[src/sv/mbnp_pkg.sv]
// Shared types and encodings for the MIPS branch next-PC unit.
`timescale 1ns / 1ps
`default_nettype none
package mbnp_pkg;

    localparam int REG_WIDTH_DEF = 64;

    localparam int CFG_IDX_W  = 4;
    localparam int CFG_DATA_W = 32;

    localparam logic [CFG_IDX_W-1:0] CFG_DSP_PRESENT = CFG_IDX_W'(0);
    localparam logic [CFG_IDX_W-1:0] CFG_BBIT_ENABLE = CFG_IDX_W'(1);

    localparam logic [5:0] OP_SPECIAL = 6'h00;
    localparam logic [5:0] OP_REGIMM  = 6'h01;
    localparam logic [5:0] OP_J       = 6'h02;
    localparam logic [5:0] OP_JAL     = 6'h03;
    localparam logic [5:0] OP_BEQ     = 6'h04;
    localparam logic [5:0] OP_BNE     = 6'h05;
    localparam logic [5:0] OP_BLEZ    = 6'h06;
    localparam logic [5:0] OP_BGTZ    = 6'h07;
    localparam logic [5:0] OP_COP1    = 6'h11;
    localparam logic [5:0] OP_BEQL    = 6'h14;
    localparam logic [5:0] OP_BNEL    = 6'h15;
    localparam logic [5:0] OP_BLEZL   = 6'h16;
    localparam logic [5:0] OP_BGTZL   = 6'h17;
    localparam logic [5:0] OP_BBIT0   = 6'h32;
    localparam logic [5:0] OP_BBIT032 = 6'h36;
    localparam logic [5:0] OP_BBIT1   = 6'h3a;
    localparam logic [5:0] OP_BBIT132 = 6'h3e;

    localparam logic [5:0] FN_JR   = 6'h08;
    localparam logic [5:0] FN_JALR = 6'h09;

    localparam logic [4:0] COP1_BC = 5'h08;

    localparam logic [4:0] RT_BLTZ     = 5'h00;
    localparam logic [4:0] RT_BGEZ     = 5'h01;
    localparam logic [4:0] RT_BLTZL    = 5'h02;
    localparam logic [4:0] RT_BGEZL    = 5'h03;
    localparam logic [4:0] RT_BLTZAL   = 5'h10;
    localparam logic [4:0] RT_BGEZAL   = 5'h11;
    localparam logic [4:0] RT_BLTZALL  = 5'h12;
    localparam logic [4:0] RT_BGEZALL  = 5'h13;
    localparam logic [4:0] RT_BPOSGE32 = 5'h1c;

    localparam logic [4:0] LINK_RA   = 5'd31;
    localparam logic [4:0] FCC0_BIT  = 5'd23;
    localparam logic [4:0] FCC_BASE  = 5'd24;

    typedef enum logic [1:0] {
        ST_OK       = 2'd0,
        ST_MISALIGN = 2'd1,
        ST_NO_DSP   = 2'd2
    } t_status;

    typedef enum logic [1:0] {
        SEL_PC     = 2'd0,
        SEL_REG    = 2'd1,
        SEL_JUMP   = 2'd2,
        SEL_BRANCH = 2'd3
    } t_sel;

    typedef struct packed {
        logic dsp_present;
        logic bbit_enable;
    } t_cfg;

    typedef struct packed {
        logic [63:0] pc;
        logic [63:0] pc4;
        logic [63:0] pc8;
        logic [63:0] off;
        logic [63:0] rs_w;
        logic [25:0] jidx;
        t_sel        sel;
        logic        taken;
        logic        likely;
        logic        link;
        logic [4:0]  lreg;
        t_status     status;
    } t_dec;

    typedef struct packed {
        logic [63:0] next_pc;
        logic        link_write;
        logic [4:0]  link_reg;
        logic [63:0] link_value;
        logic        likely_taken;
        t_status     status;
    } t_res;

endpackage
`default_nettype wire

[src/sv/mbnp_if.sv]
// Channel interfaces: instruction words in, resolved words out, config writes.
`timescale 1ns / 1ps
`default_nettype none
interface mbnp_in_if;
    logic               valid;
    logic               ready;
    logic        [31:0] instr;
    logic        [63:0] pc;
    logic signed [63:0] rs_value;
    logic signed [63:0] rt_value;
    logic        [31:0] fp_csr;
    logic        [5:0]  dsp_pos;

    modport source (output valid, instr, pc, rs_value, rt_value, fp_csr, dsp_pos,
                    input ready);
    modport sink   (input valid, instr, pc, rs_value, rt_value, fp_csr, dsp_pos,
                    output ready);
endinterface

interface mbnp_out_if;
    logic        valid;
    logic        ready;
    logic [63:0] next_pc;
    logic        link_write;
    logic [4:0]  link_reg;
    logic [63:0] link_value;
    logic        likely_taken;
    logic [1:0]  status;

    modport source (output valid, next_pc, link_write, link_reg, link_value,
                    likely_taken, status, input ready);
    modport sink   (input valid, next_pc, link_write, link_reg, link_value,
                    likely_taken, status, output ready);
endinterface

interface mbnp_cfg_if;
    logic                            valid;
    logic                            ready;
    logic [mbnp_pkg::CFG_IDX_W-1:0]  index;
    logic [mbnp_pkg::CFG_DATA_W-1:0] data;

    modport source (output valid, index, data, input ready);
    modport sink   (input valid, index, data, output ready);
endinterface
`default_nettype wire

[src/sv/mips_branch_next_pc.sv]
// Top level of the MIPS branch next-PC unit: config registers and output stage.
//
// Resolves one MIPS instruction word per cycle, unless o_out stalls, into its
// next PC, link write, branch-likely-taken flag and status.
// Channels: i_in carries the instruction word with its pc, rs/rt values, FP
// control/status and DSP pos; o_out returns one word per input word, in order.
// i_cfg writes dsp_present (index 0) and bbit_enable (index 1) from data bit 0;
// it is always ready and should only be written while the unit is empty.
// Pipeline: a word accepted on i_in is registered in turn by decode and
// condition, by target add and select, and by the output register, which
// drives o_out.valid.
// Throughput: one word per cycle while o_out is not stalled; the 64-bit target
// add and the rs/rt equality compare each fill one stage.
// Reset clears all stage valid bits and both config registers to 0.
// When the receiver holds o_out.ready low the output word is held, earlier
// stages keep filling, and i_in.ready drops once all three stages are full.
`timescale 1ns / 1ps
`default_nettype none
module mips_branch_next_pc #(
    parameter int REG_WIDTH = mbnp_pkg::REG_WIDTH_DEF
) (
    input  wire logic   i_clk,
    input  wire logic   i_rst_n,
    mbnp_in_if.sink     i_in,
    mbnp_out_if.source  o_out,
    mbnp_cfg_if.sink    i_cfg
);
    import mbnp_pkg::*;

    t_cfg  r_cfg;

    logic  dec_vld;
    logic  dec_ready;
    t_dec  dec;
    logic  tgt_vld;
    logic  tgt_ready;
    t_res  tgt;

    logic  r_out_vld;
    t_res  r_out;

    assign i_cfg.ready = 1'b1;

    always_ff @(posedge i_clk) begin
        if (!i_rst_n) begin
            r_cfg <= '0;
        end else if (i_cfg.valid) begin
            case (i_cfg.index)
                CFG_DSP_PRESENT: r_cfg.dsp_present <= i_cfg.data[0];
                CFG_BBIT_ENABLE: r_cfg.bbit_enable <= i_cfg.data[0];
                default: ;
            endcase
        end
    end

    mbnp_decode #(
        .REG_WIDTH (REG_WIDTH)
    ) u_decode (
        .i_clk      (i_clk),
        .i_rst_n    (i_rst_n),
        .i_vld      (i_in.valid),
        .o_ready    (i_in.ready),
        .i_instr    (i_in.instr),
        .i_pc       (i_in.pc),
        .i_rs_value (i_in.rs_value),
        .i_rt_value (i_in.rt_value),
        .i_fp_csr   (i_in.fp_csr),
        .i_dsp_pos  (i_in.dsp_pos),
        .i_cfg      (r_cfg),
        .o_vld      (dec_vld),
        .i_ready    (dec_ready),
        .o_dec      (dec)
    );

    mbnp_target #(
        .REG_WIDTH (REG_WIDTH)
    ) u_target (
        .i_clk   (i_clk),
        .i_rst_n (i_rst_n),
        .i_vld   (dec_vld),
        .o_ready (dec_ready),
        .i_dec   (dec),
        .o_vld   (tgt_vld),
        .i_ready (tgt_ready),
        .o_res   (tgt)
    );

    assign tgt_ready = !r_out_vld || o_out.ready;

    always_ff @(posedge i_clk) begin
        if (!i_rst_n) begin
            r_out_vld <= 1'b0;
        end else if (tgt_ready) begin
            r_out_vld <= tgt_vld;
        end
    end

    always_ff @(posedge i_clk) begin
        if (tgt_ready && tgt_vld) begin
            r_out <= tgt;
        end
    end

    assign o_out.valid        = r_out_vld;
    assign o_out.next_pc      = r_out.next_pc;
    assign o_out.link_write   = r_out.link_write;
    assign o_out.link_reg     = r_out.link_reg;
    assign o_out.link_value   = r_out.link_value;
    assign o_out.likely_taken = r_out.likely_taken;
    assign o_out.status       = r_out.status;

    a_misalign_passthru: assert property (@(posedge i_clk) disable iff (!i_rst_n)
        r_out_vld && (r_out.status == ST_MISALIGN)
        |-> !r_out.link_write && (r_out.next_pc[1:0] != 2'b00))
        else $error("misaligned word produced a link or aligned next pc");

    a_likely_ok: assert property (@(posedge i_clk) disable iff (!i_rst_n)
        r_out_vld && r_out.likely_taken |-> r_out.status == ST_OK)
        else $error("likely-taken flag set on an error word");

    a_nolink_zero: assert property (@(posedge i_clk) disable iff (!i_rst_n)
        r_out_vld && !r_out.link_write
        |-> (r_out.link_reg == 5'd0) && (r_out.link_value == 64'd0))
        else $error("link fields nonzero without link write");

    a_nodsp_nolink: assert property (@(posedge i_clk) disable iff (!i_rst_n)
        r_out_vld && (r_out.status == ST_NO_DSP)
        |-> !r_out.link_write && !r_out.likely_taken)
        else $error("DSP error word carries branch effects");

endmodule
`default_nettype wire

[src/sv/mbnp_decode.sv]
// Stage 1: instruction decode, branch condition evaluation, link address.
`timescale 1ns / 1ps
`default_nettype none
module mbnp_decode #(
    parameter int REG_WIDTH = mbnp_pkg::REG_WIDTH_DEF
) (
    input  wire logic           i_clk,
    input  wire logic           i_rst_n,
    input  wire logic           i_vld,
    output logic                o_ready,
    input  wire logic [31:0]    i_instr,
    input  wire logic [63:0]    i_pc,
    input  wire logic [63:0]    i_rs_value,
    input  wire logic [63:0]    i_rt_value,
    input  wire logic [31:0]    i_fp_csr,
    input  wire logic [5:0]     i_dsp_pos,
    input  wire mbnp_pkg::t_cfg i_cfg,
    output logic                o_vld,
    input  wire logic           i_ready,
    output mbnp_pkg::t_dec      o_dec
);
    import mbnp_pkg::*;

    localparam logic [63:0] W_MASK = {64{1'b1}} >> (64 - REG_WIDTH);

    logic [5:0]  op;
    logic [4:0]  rsf;
    logic [4:0]  rtf;
    logic [4:0]  rdf;
    logic [5:0]  fn;
    logic [63:0] rs_w;
    logic [63:0] rs_x;
    logic        rneg;
    logic        rzero;
    logic        req;
    logic [2:0]  fcc;
    logic [4:0]  fbit;
    logic        fset;
    logic [5:0]  bsel;
    logic        bset;
    logic        bbit_hi;
    logic        bbit_one;

    logic  r_vld;
    t_dec  r_dec;
    t_dec  n_dec;

    assign op    = i_instr[31:26];
    assign rsf   = i_instr[25:21];
    assign rtf   = i_instr[20:16];
    assign rdf   = i_instr[15:11];
    assign fn    = i_instr[5:0];

    assign rneg  = i_rs_value[REG_WIDTH-1];
    assign rs_w  = i_rs_value & W_MASK;
    assign rs_x  = rs_w | ({64{rneg}} & ~W_MASK);
    assign rzero = (rs_w == 64'd0);
    assign req   = (((i_rs_value ^ i_rt_value) & W_MASK) == 64'd0);

    assign fcc   = rtf[4:2];
    assign fbit  = (fcc == 3'd0) ? FCC0_BIT : (FCC_BASE + {2'b00, fcc});
    assign fset  = i_fp_csr[fbit];

    assign bbit_hi  = (op == OP_BBIT032) || (op == OP_BBIT132);
    assign bbit_one = (op == OP_BBIT1) || (op == OP_BBIT132);
    assign bsel     = {bbit_hi, rtf};
    assign bset     = rs_x[bsel];

    always_comb begin
        n_dec        = '0;
        n_dec.pc     = i_pc;
        n_dec.pc4    = i_pc + 64'd4;
        n_dec.pc8    = i_pc + 64'd8;
        n_dec.off    = {{46{i_instr[15]}}, i_instr[15:0], 2'b00};
        n_dec.rs_w   = rs_w;
        n_dec.jidx   = i_instr[25:0];
        n_dec.sel    = SEL_PC;
        n_dec.status = ST_OK;
        if (i_pc[1:0] != 2'b00) begin
            n_dec.status = ST_MISALIGN;
        end else begin
            case (op)
                OP_SPECIAL: begin
                    if (fn == FN_JALR) begin
                        n_dec.link = 1'b1;
                        n_dec.lreg = rdf;
                    end
                    if (fn == FN_JR || fn == FN_JALR) begin
                        n_dec.sel = SEL_REG;
                    end
                end
                OP_REGIMM: begin
                    case (rtf)
                        RT_BLTZ, RT_BLTZL, RT_BLTZAL, RT_BLTZALL: begin
                            n_dec.sel   = SEL_BRANCH;
                            n_dec.taken = rneg;
                        end
                        RT_BGEZ, RT_BGEZL, RT_BGEZAL, RT_BGEZALL: begin
                            n_dec.sel   = SEL_BRANCH;
                            n_dec.taken = !rneg;
                        end
                        RT_BPOSGE32: begin
                            if (!i_cfg.dsp_present) begin
                                n_dec.status = ST_NO_DSP;
                            end else begin
                                n_dec.sel   = SEL_BRANCH;
                                n_dec.taken = i_dsp_pos[5];
                            end
                        end
                        default: ;
                    endcase
                    n_dec.likely = (rtf == RT_BLTZL) || (rtf == RT_BGEZL)
                                || (rtf == RT_BLTZALL) || (rtf == RT_BGEZALL);
                    if (rtf == RT_BLTZAL || rtf == RT_BGEZAL
                        || rtf == RT_BLTZALL || rtf == RT_BGEZALL) begin
                        n_dec.link = 1'b1;
                        n_dec.lreg = LINK_RA;
                    end
                end
                OP_JAL: begin
                    n_dec.link = 1'b1;
                    n_dec.lreg = LINK_RA;
                    n_dec.sel  = SEL_JUMP;
                end
                OP_J: begin
                    n_dec.sel = SEL_JUMP;
                end
                OP_BEQ, OP_BEQL: begin
                    n_dec.sel    = SEL_BRANCH;
                    n_dec.taken  = req;
                    n_dec.likely = (op == OP_BEQL);
                end
                OP_BNE, OP_BNEL: begin
                    n_dec.sel    = SEL_BRANCH;
                    n_dec.taken  = !req;
                    n_dec.likely = (op == OP_BNEL);
                end
                OP_BLEZ, OP_BLEZL: begin
                    n_dec.sel    = SEL_BRANCH;
                    n_dec.taken  = rneg || rzero;
                    n_dec.likely = (op == OP_BLEZL);
                end
                OP_BGTZ, OP_BGTZL: begin
                    n_dec.sel    = SEL_BRANCH;
                    n_dec.taken  = !rneg && !rzero;
                    n_dec.likely = (op == OP_BGTZL);
                end
                OP_COP1: begin
                    if (rsf == COP1_BC) begin
                        n_dec.sel    = SEL_BRANCH;
                        n_dec.taken  = rtf[0] ? fset : !fset;
                        n_dec.likely = rtf[1];
                    end
                end
                OP_BBIT0, OP_BBIT032, OP_BBIT1, OP_BBIT132: begin
                    if (i_cfg.bbit_enable) begin
                        n_dec.sel   = SEL_BRANCH;
                        n_dec.taken = bbit_one ? bset : !bset;
                    end
                end
                default: ;
            endcase
        end
    end

    assign o_ready = !r_vld || i_ready;

    always_ff @(posedge i_clk) begin
        if (!i_rst_n) begin
            r_vld <= 1'b0;
        end else if (o_ready) begin
            r_vld <= i_vld;
        end
    end

    always_ff @(posedge i_clk) begin
        if (o_ready && i_vld) begin
            r_dec <= n_dec;
        end
    end

    assign o_vld = r_vld;
    assign o_dec = r_dec;

endmodule
`default_nettype wire

[src/sv/mbnp_target.sv]
// Stage 2: branch target add and next-PC / link selection.
`timescale 1ns / 1ps
`default_nettype none
module mbnp_target #(
    parameter int REG_WIDTH = mbnp_pkg::REG_WIDTH_DEF
) (
    input  wire logic           i_clk,
    input  wire logic           i_rst_n,
    input  wire logic           i_vld,
    output logic                o_ready,
    input  wire mbnp_pkg::t_dec i_dec,
    output logic                o_vld,
    input  wire logic           i_ready,
    output mbnp_pkg::t_res      o_res
);
    import mbnp_pkg::*;

    localparam logic [63:0] W_MASK = {64{1'b1}} >> (64 - REG_WIDTH);

    logic [63:0] br_tgt;
    logic [63:0] jmp_tgt;

    logic  r_vld;
    t_res  r_res;
    t_res  n_res;

    assign br_tgt  = i_dec.pc4 + i_dec.off;
    assign jmp_tgt = {i_dec.pc4[63:28], i_dec.jidx, 2'b00};

    always_comb begin
        n_res = '0;
        case (i_dec.sel)
            SEL_PC:     n_res.next_pc = i_dec.pc;
            SEL_REG:    n_res.next_pc = i_dec.rs_w;
            SEL_JUMP:   n_res.next_pc = jmp_tgt & W_MASK;
            SEL_BRANCH: n_res.next_pc = (i_dec.taken ? br_tgt : i_dec.pc8) & W_MASK;
            default:    n_res.next_pc = i_dec.pc;
        endcase
        n_res.link_write   = i_dec.link;
        n_res.link_reg     = i_dec.link ? i_dec.lreg : 5'd0;
        n_res.link_value   = i_dec.link ? (i_dec.pc8 & W_MASK) : 64'd0;
        n_res.likely_taken = (i_dec.sel == SEL_BRANCH) && i_dec.taken && i_dec.likely;
        n_res.status       = i_dec.status;
    end

    assign o_ready = !r_vld || i_ready;

    always_ff @(posedge i_clk) begin
        if (!i_rst_n) begin
            r_vld <= 1'b0;
        end else if (o_ready) begin
            r_vld <= i_vld;
        end
    end

    always_ff @(posedge i_clk) begin
        if (o_ready && i_vld) begin
            r_res <= n_res;
        end
    end

    assign o_vld = r_vld;
    assign o_res = r_res;

endmodule
`default_nettype wire
[src/flat_wrapper.sv]
// flat-port wrapper written by rule: the top's interface ports become plain ports
module mips_branch_next_pc_flat import mbnp_pkg::*;
#(
    parameter int REG_WIDTH = mbnp_pkg::REG_WIDTH_DEF
)
  (i_clk, i_rst_n, i_in_valid, i_in_instr, i_in_pc, i_in_rs_value, i_in_rt_value, i_in_fp_csr, i_in_dsp_pos, i_in_ready, o_out_valid, o_out_next_pc, o_out_link_write, o_out_link_reg, o_out_link_value, o_out_likely_taken, o_out_status, o_out_ready, i_cfg_valid, i_cfg_index, i_cfg_data, i_cfg_ready);
  mbnp_in_if i_in_i ();
  mbnp_out_if o_out_i ();
  mbnp_cfg_if i_cfg_i ();
  input  wire logic i_clk;
  input  wire logic i_rst_n;
  input wire logic [$bits(i_in_i.valid)-1:0] i_in_valid;
  input wire logic [$bits(i_in_i.instr)-1:0] i_in_instr;
  input wire logic [$bits(i_in_i.pc)-1:0] i_in_pc;
  input wire logic [$bits(i_in_i.rs_value)-1:0] i_in_rs_value;
  input wire logic [$bits(i_in_i.rt_value)-1:0] i_in_rt_value;
  input wire logic [$bits(i_in_i.fp_csr)-1:0] i_in_fp_csr;
  input wire logic [$bits(i_in_i.dsp_pos)-1:0] i_in_dsp_pos;
  output wire logic [$bits(i_in_i.ready)-1:0] i_in_ready;
  output wire logic [$bits(o_out_i.valid)-1:0] o_out_valid;
  output wire logic [$bits(o_out_i.next_pc)-1:0] o_out_next_pc;
  output wire logic [$bits(o_out_i.link_write)-1:0] o_out_link_write;
  output wire logic [$bits(o_out_i.link_reg)-1:0] o_out_link_reg;
  output wire logic [$bits(o_out_i.link_value)-1:0] o_out_link_value;
  output wire logic [$bits(o_out_i.likely_taken)-1:0] o_out_likely_taken;
  output wire logic [$bits(o_out_i.status)-1:0] o_out_status;
  input wire logic [$bits(o_out_i.ready)-1:0] o_out_ready;
  input wire logic [$bits(i_cfg_i.valid)-1:0] i_cfg_valid;
  input wire logic [$bits(i_cfg_i.index)-1:0] i_cfg_index;
  input wire logic [$bits(i_cfg_i.data)-1:0] i_cfg_data;
  output wire logic [$bits(i_cfg_i.ready)-1:0] i_cfg_ready;
  assign i_in_i.valid = i_in_valid;
  assign i_in_i.instr = i_in_instr;
  assign i_in_i.pc = i_in_pc;
  assign i_in_i.rs_value = i_in_rs_value;
  assign i_in_i.rt_value = i_in_rt_value;
  assign i_in_i.fp_csr = i_in_fp_csr;
  assign i_in_i.dsp_pos = i_in_dsp_pos;
  assign i_in_ready = i_in_i.ready;
  assign o_out_valid = o_out_i.valid;
  assign o_out_next_pc = o_out_i.next_pc;
  assign o_out_link_write = o_out_i.link_write;
  assign o_out_link_reg = o_out_i.link_reg;
  assign o_out_link_value = o_out_i.link_value;
  assign o_out_likely_taken = o_out_i.likely_taken;
  assign o_out_status = o_out_i.status;
  assign o_out_i.ready = o_out_ready;
  assign i_cfg_i.valid = i_cfg_valid;
  assign i_cfg_i.index = i_cfg_index;
  assign i_cfg_i.data = i_cfg_data;
  assign i_cfg_ready = i_cfg_i.ready;
  mips_branch_next_pc #(.REG_WIDTH(REG_WIDTH)) u_core (.i_clk(i_clk), .i_rst_n(i_rst_n), .i_in(i_in_i), .o_out(o_out_i), .i_cfg(i_cfg_i));
endmodule
[config.mk]
export PLATFORM = sky130hd
export DESIGN_NAME = mips_branch_next_pc_flat
export DESIGN_NICKNAME = d
export VERILOG_FILES = /design/src/sv/mbnp_pkg.sv /design/src/sv/mbnp_if.sv /design/src/sv/mips_branch_next_pc.sv /design/src/sv/mbnp_decode.sv /design/src/sv/mbnp_target.sv /design/src/flat_wrapper.sv
export SDC_FILE = /design/constraint.sdc
export NUM_CORES = 1
export LEC_CHECK = 0
export BUFFER_PORTS_ARGS = -buffer_cell sky130_fd_sc_hd__buf_2
export CORE_MARGIN = 2
export CORE_UTILIZATION = 55
export DETAILED_ROUTE_END_ITERATION = 16
export HOLD_SLACK_MARGIN = 0.02
export PLACE_DENSITY = 0.78
export REMOVE_ABC_BUFFERS = 1
export SLEW_MARGIN = 15
export SYNTH_ARGS = -nofsm -noshare
export SYNTH_HDL_FRONTEND = slang
export SYNTH_HIERARCHICAL = 1
export SYNTH_SLANG_ARGS = --single-unit
[constraint.sdc]
create_clock -name i_clk -period 11.9 [get_ports i_clk]
set_clock_uncertainty 0.1 [all_clocks]
set_input_delay 2.975 -clock i_clk [delete_from_list [all_inputs] [get_ports i_clk]]
set_output_delay 2.975 -clock i_clk [all_outputs]
set_load 0.05 [all_outputs]
Word level (Yosys, flattened, before mapping)
Cells that the tools add are included.
Word-level totals
  flip-flop bits (word level): 589
  latch bits: 0
  bits in writable memories: 0
  memory bits (read-only): 0
  bits of input ports: 303
  output and inout port bits: 140
  word-level logic and storage cells: 140
  memories: 0
Cells by class
  $add $sub $neg: 4
  multipliers: 0
  divide/modulo/power cells: 0
  order comparisons: 2
  equal/unequal tests: 31
  shifts and indexed selects: 0
  muxes and demuxes: 23
  bitwise operators: 3
  reductions and logical operators: 47
Operators with widths (count)
  $pmux W64 S4: 1
  $logic_not A64 Y1: 2
  $add A64 B3 Y64 const B: 1
  $add A64 B4 Y64 const B: 1
  $add A64 B64 Y64: 1
  $mux W64: 1
  $xor A64 B64 Y64: 1
  $eq A6 B5 Y1 const B: 5
  $eq A5 B5 Y1 const B: 5
  $eq A6 B3 Y1 const B: 4
  $eq A6 B6 Y1 const B: 4
  $pmux W6 S3: 1
  $logic_or A1 B1 Y1: 13
  $eq A6 B2 Y1 const B: 2
  $eq A6 B4 Y1 const B: 2
  $mux W6: 2
  $pmux W2 S6: 1
  $reduce_or A4 Y1: 3
  $eq A5 B2 Y1 const B: 2
  $reduce_or A2 Y1: 5
  $pmux W3 S3: 1
  $logic_not A1 Y1: 8
  $reduce_or A8 Y1: 1
  $lt A6 B7 Y1 const B: 1
  other kinds (27): 42

Depth between registers and ports, before layout
  word-level depth: 8
  gate-level depth with buffers: 14
  gate-level depth less buffers: 12

Cells and area by module
The synthesis kept the hierarchy.
Modules (own cells, without submodules)
  mbnp_decode: times used 1, cells each 942, area each 13404.1 µm², seq. area each 8698.3 µm²
  mbnp_target: times used 1, cells each 1113, area each 10805.4 µm², seq. area each 4134.0 µm²
  mips_branch_next_pc: times used 1, cells each 154, area each 4262.8 µm², seq. area each 4174.0 µm²

Least setup slack after synthesis
OpenSTA, ideal clock, no wires.
  path kind: input to register
  start: input port o_out_ready
  end: register u_core.u_decode.r_dec (netlist bit u_core/u_decode/o_dec[0]) (enable)
  setup time: 0.686 ns
  arrival time: 10.285 ns
  data required time: 11.114 ns
  slack: 0.829 ns
  stages: 4
  path buffers: 0
  path through: nand2b_1 > nand2b_1 > nand2b_1 > and2_1
Between the ends
  longest elaborated chain between the ends: 4
RTL lines
  start, declared: line flat_wrapper.sv:27  | input wire logic [$bits(o_out_i.ready)-1:0] o_out_ready;
  $logic_or A1 B1 Y1: line mips_branch_next_pc.sv:88  | assign tgt_ready = !r_out_vld || o_out.ready;
  $logic_or A1 B1 Y1: line mbnp_target.sv:46  | assign o_ready = !r_vld || i_ready;
  named net u_core.dec_ready: line mips_branch_next_pc.sv:33  | logic dec_ready;
  $logic_or A1 B1 Y1: line mbnp_decode.sv:166  | assign o_ready = !r_vld || i_ready;
  named net i_in_ready: line flat_wrapper.sv:19  | output wire logic [$bits(i_in_i.ready)-1:0] i_in_ready;
  $logic_and A1 B1 Y1: line mbnp_decode.sv:177  | if (o_ready && i_vld) begin
  end signal, assigned: line mbnp_decode.sv:178  | r_dec <= n_dec;
  end, declared: line mbnp_decode.sv:45  | t_dec r_dec;
The timed path passes the listed nets, and every way through them passes these cells.
A chain may end at the register's enable or synchronous reset.

Final worst setup path
  start: input port o_out_ready
  end: output port i_in_ready
Between the ends
  longest elaborated chain between the ends: 3
RTL lines
  $logic_or A1 B1 Y1: line mips_branch_next_pc.sv:88
  named net u_core.tgt_ready: line mips_branch_next_pc.sv:36  | logic tgt_ready;
  $logic_or A1 B1 Y1: line mbnp_target.sv:46
  named net u_core.dec_ready: line mips_branch_next_pc.sv:33
  $logic_or A1 B1 Y1: line mbnp_decode.sv:166
  end, declared: line flat_wrapper.sv:19
The timed path passes the listed nets, and every way through them passes these cells.

==> results.json <==
{
  "status": "completed",
  "end_kind": "output port",
  "cts-root-buf": "clkbuf_16",
  "die_w_um": 232,
  "dpl.hpwl_um": 69200,
  "peakVddDrop_uv": 104,
  "ctsHoldBuffers": 0,
  "dieArea_sq_um": 53600,
  "route.detailed.drc": 0,
  "design.core.area_sq_um": 51200,
  "timing.final.ws_setup_ps": 5020,
  "power_frac_comb": 0.135,
  "grt-busiest-layer": "met2",
  "use_met1": 0.482,
  "numCtsBuffers": 56,
  "swShare": 0.255,
  "final_core_util": 0.632,
  "p_switching_mw": 1.24,
  "post-cts-setup-buffer-count": 0,
  "clock_power_share": 0.381,
  "setup_viol": 0,
  "crit_path_max_fanout": 3,
  "num-nets-final": 2864,
  "htree_levels": 2,
  "clk_pin_slew_ps": 60,
  "pwr-share-seq": 0.484,
  "min_path_cells": 0,
  "grt_pass1_wl_um": 132000,
  "min_period_over_period": 0.578,
  "dp_cells": 3116,
  "final_layout_size_suffix_gt1_frac": 0.233,
  "synth_edf_count": 563,
  "timing.final.max_slew_violations": 0,
  "synthTopCellsByArea": "edfxtp_1 59%, xnor2_1 4.8%, ha_1 2.9%",
  "first_global_vias": 19600,
  "synthesis.area_sq_um": 28500,
  "ys_top_cells_by_count": "563 x edfxtp_1, 157 x xnor2_1, 131 x nand2_1, 117 x a21oi_1, 115 x nor2_1",
  "pre_cts_ws_ps": 5020,
  "antenna_found_initial": 10,
  "grt_usage": 0.343,
  "fill_cells": 3897,
  "cp-start-kind": "input port",
  "met3_usage": 0.0619,
  "final.min_clock_period_ps": 6880,
  "synth_most_common_cell": "edfxtp_1",
  "ys_warn_count": 6,
  "rsz0062_at_grt": "false",
  "tns_ps": 0,
  "num_rows": 83,
  "cts.sinks": 568,
  "clk_latency_ps": 620,
  "initial_core_util": 0.556,
  "hold_viol_final": 0,
  "ys_async_sr_fraction": 0,
  "synth_seq_area_share": 0.597,
  "ios": 443,
  "ctsResizeCount": 0,
  "wl_per_cell_um": 28.9,
  "avgSynthCellArea_sq_um": 12.9,
  "fmax_ghz": 0.145,
  "gr-total-overflow": 0,
  "p_total_mw": 4.88,
  "powerDensity_nw_per_um2": 151,
  "vias": 20600,
  "cap_violations": 0,
  "synth_top_area_frac": 0.594,
  "post_drt_via_cell_ratio": 6.39,
  "grt_max_degree": 85,
  "syn_inst": 2209,
  "die_h_um": 232,
  "place_congestion": 1.07,
  "hold_path.class": "flip-flop to flip-flop",
  "dr.pass1.iters": 6,
  "portBuffers": 381,
  "largest_reg_flops": 289,
  "worstPathRequired_ps": 8830,
  "ys.flop_type": "edfxtp_1",
  "max-clock-path-buffers": 3,
  "globalRouteMet2Util": 0.524,
  "ant_nets": 0,
  "arrival_ps": 3810,
  "critPathKind": "input port to output port",
  "yosys.cell_types.count": 98,
  "reg2reg_depth": 12,
  "p_int_mw": 3.64,
  "slew_headroom": 0.252,
  "instances_no_fill": 3228,
  "cts_tree": "yes",
  "synth.largest_area_cell": "edfxtp_1",
  "p_leak_nw": 11.7,
  "worstMarginPinSlew_ps": 1120,
  "synth_seq_cells": 568,
  "drt_wl_total_um": 93400,
  "drt_iter0_markers": 2458,
  "area_growth_syn_to_layout_pct": 13.7
}
[stage by stage]
| stage | hold slack [ps] | cell area (sq um) |
|---|---|---|
| 4_1_cts | 314 | 32300 |
| 6_report | 316 | 32400 |
| 2_1_floorplan | 300 | 27500 |
| 5_1_grt | 322 | 32400 |
| 3_5_place_dp | 305 | 30400 |
| 3_3_place_gp | 301 | 30400 |
[layout make-up]
type / instances / area [sq um] / area share
Sequential cell: 568 / 17000 / 0.525
Multi-Input combinational cell: 1435 / 10400 / 0.321
Timing Repair Buffer: 401 / 2080 / 0.0641
Clock buffer: 64 / 1430 / 0.0442
Tap cell: 680 / 851 / 0.0263
Clock inverter: 39 / 490 / 0.0151
Inverter: 33 / 125 / 0.00386
Antenna cell: 8 / 20.0 / 0.000618
[routing by layer]
| layer | routed length [um] | up-vias |
|---|---|---|
| met1 | 37000 | 10100 |
| li1 | - | 8909 |
| met2 | 42000 | 1413 |
| met5 | 16 | - |
| met4 | 4670 | 2 |
| met3 | 9760 | 245 |
[critical path, stage by stage]
cell	delay, ps
buf_2	90
nand2b_1	150
nand2b_1	180
nand2b_1	180
buf_2	230
[cells in the final DEF, fill, tap and decap left out, drive strengths merged, types with 11 or more instances in the layout]
cell type	n
and4	13
nand4	78
bufinv	11
buf	401
nand2	132
o21a	14
mux4	36
o21bai	22
and3	21
o21ai	75
xor2	88
clkbuf	64
and2	89
a31oi	17
xnor2	157
ha	65
edfxtp	563
mux2	24
nor4	32
nor3	36
nor2	118
clkinv	25
a211oi	23
nand3	45
nor2b	16
o22ai	29
a221o	19
a221oi	16
a21oi	121
inv	33
a21o	41
nand2b	13
[power groups by stage]
| stage | Combinational, mW | Clock, mW | Sequential [mW] |
|---|---|---|---|
| 2_1_floorplan | 0.336 | 0 | 2.45 |
| 3_3_place_gp | 0.630 | 0 | 2.40 |
| 3_5_place_dp | 0.637 | 0 | 2.40 |
| 4_1_cts | 0.641 | 1.88 | 2.36 |
| 5_1_grt | 0.692 | 1.96 | 2.37 |
| 6_report | 0.657 | 1.86 | 2.36 |
[kinds of logic (layout without fill, tap and decap cells)]
family,count (synthesis),count (layout),synth area share
flops,568,568,0.597
other cells,2,11,0.000264
xor+xnor,245,245,0.0754
fa+ha+maj,66,66,0.0293
mux,68,68,0.0408
simple gates,628,628,0.118
compound gates,425,425,0.100
buf+inv,207,537,0.0389
[worst paths after layout]
kind,from,slack (ps),end
max reg2reg,u_core/u_decode/o_dec[27],6790,u_core/u_target/o_res[131]
min,u_core/u_target/o_res[41],320,u_core/o_out.link_value[38]
max,o_out_ready,5020,i_in_ready
min reg2reg,u_core/u_target/o_res[41],320,u_core/o_out.link_value[38]
Power figures use the tool's default switching activity.
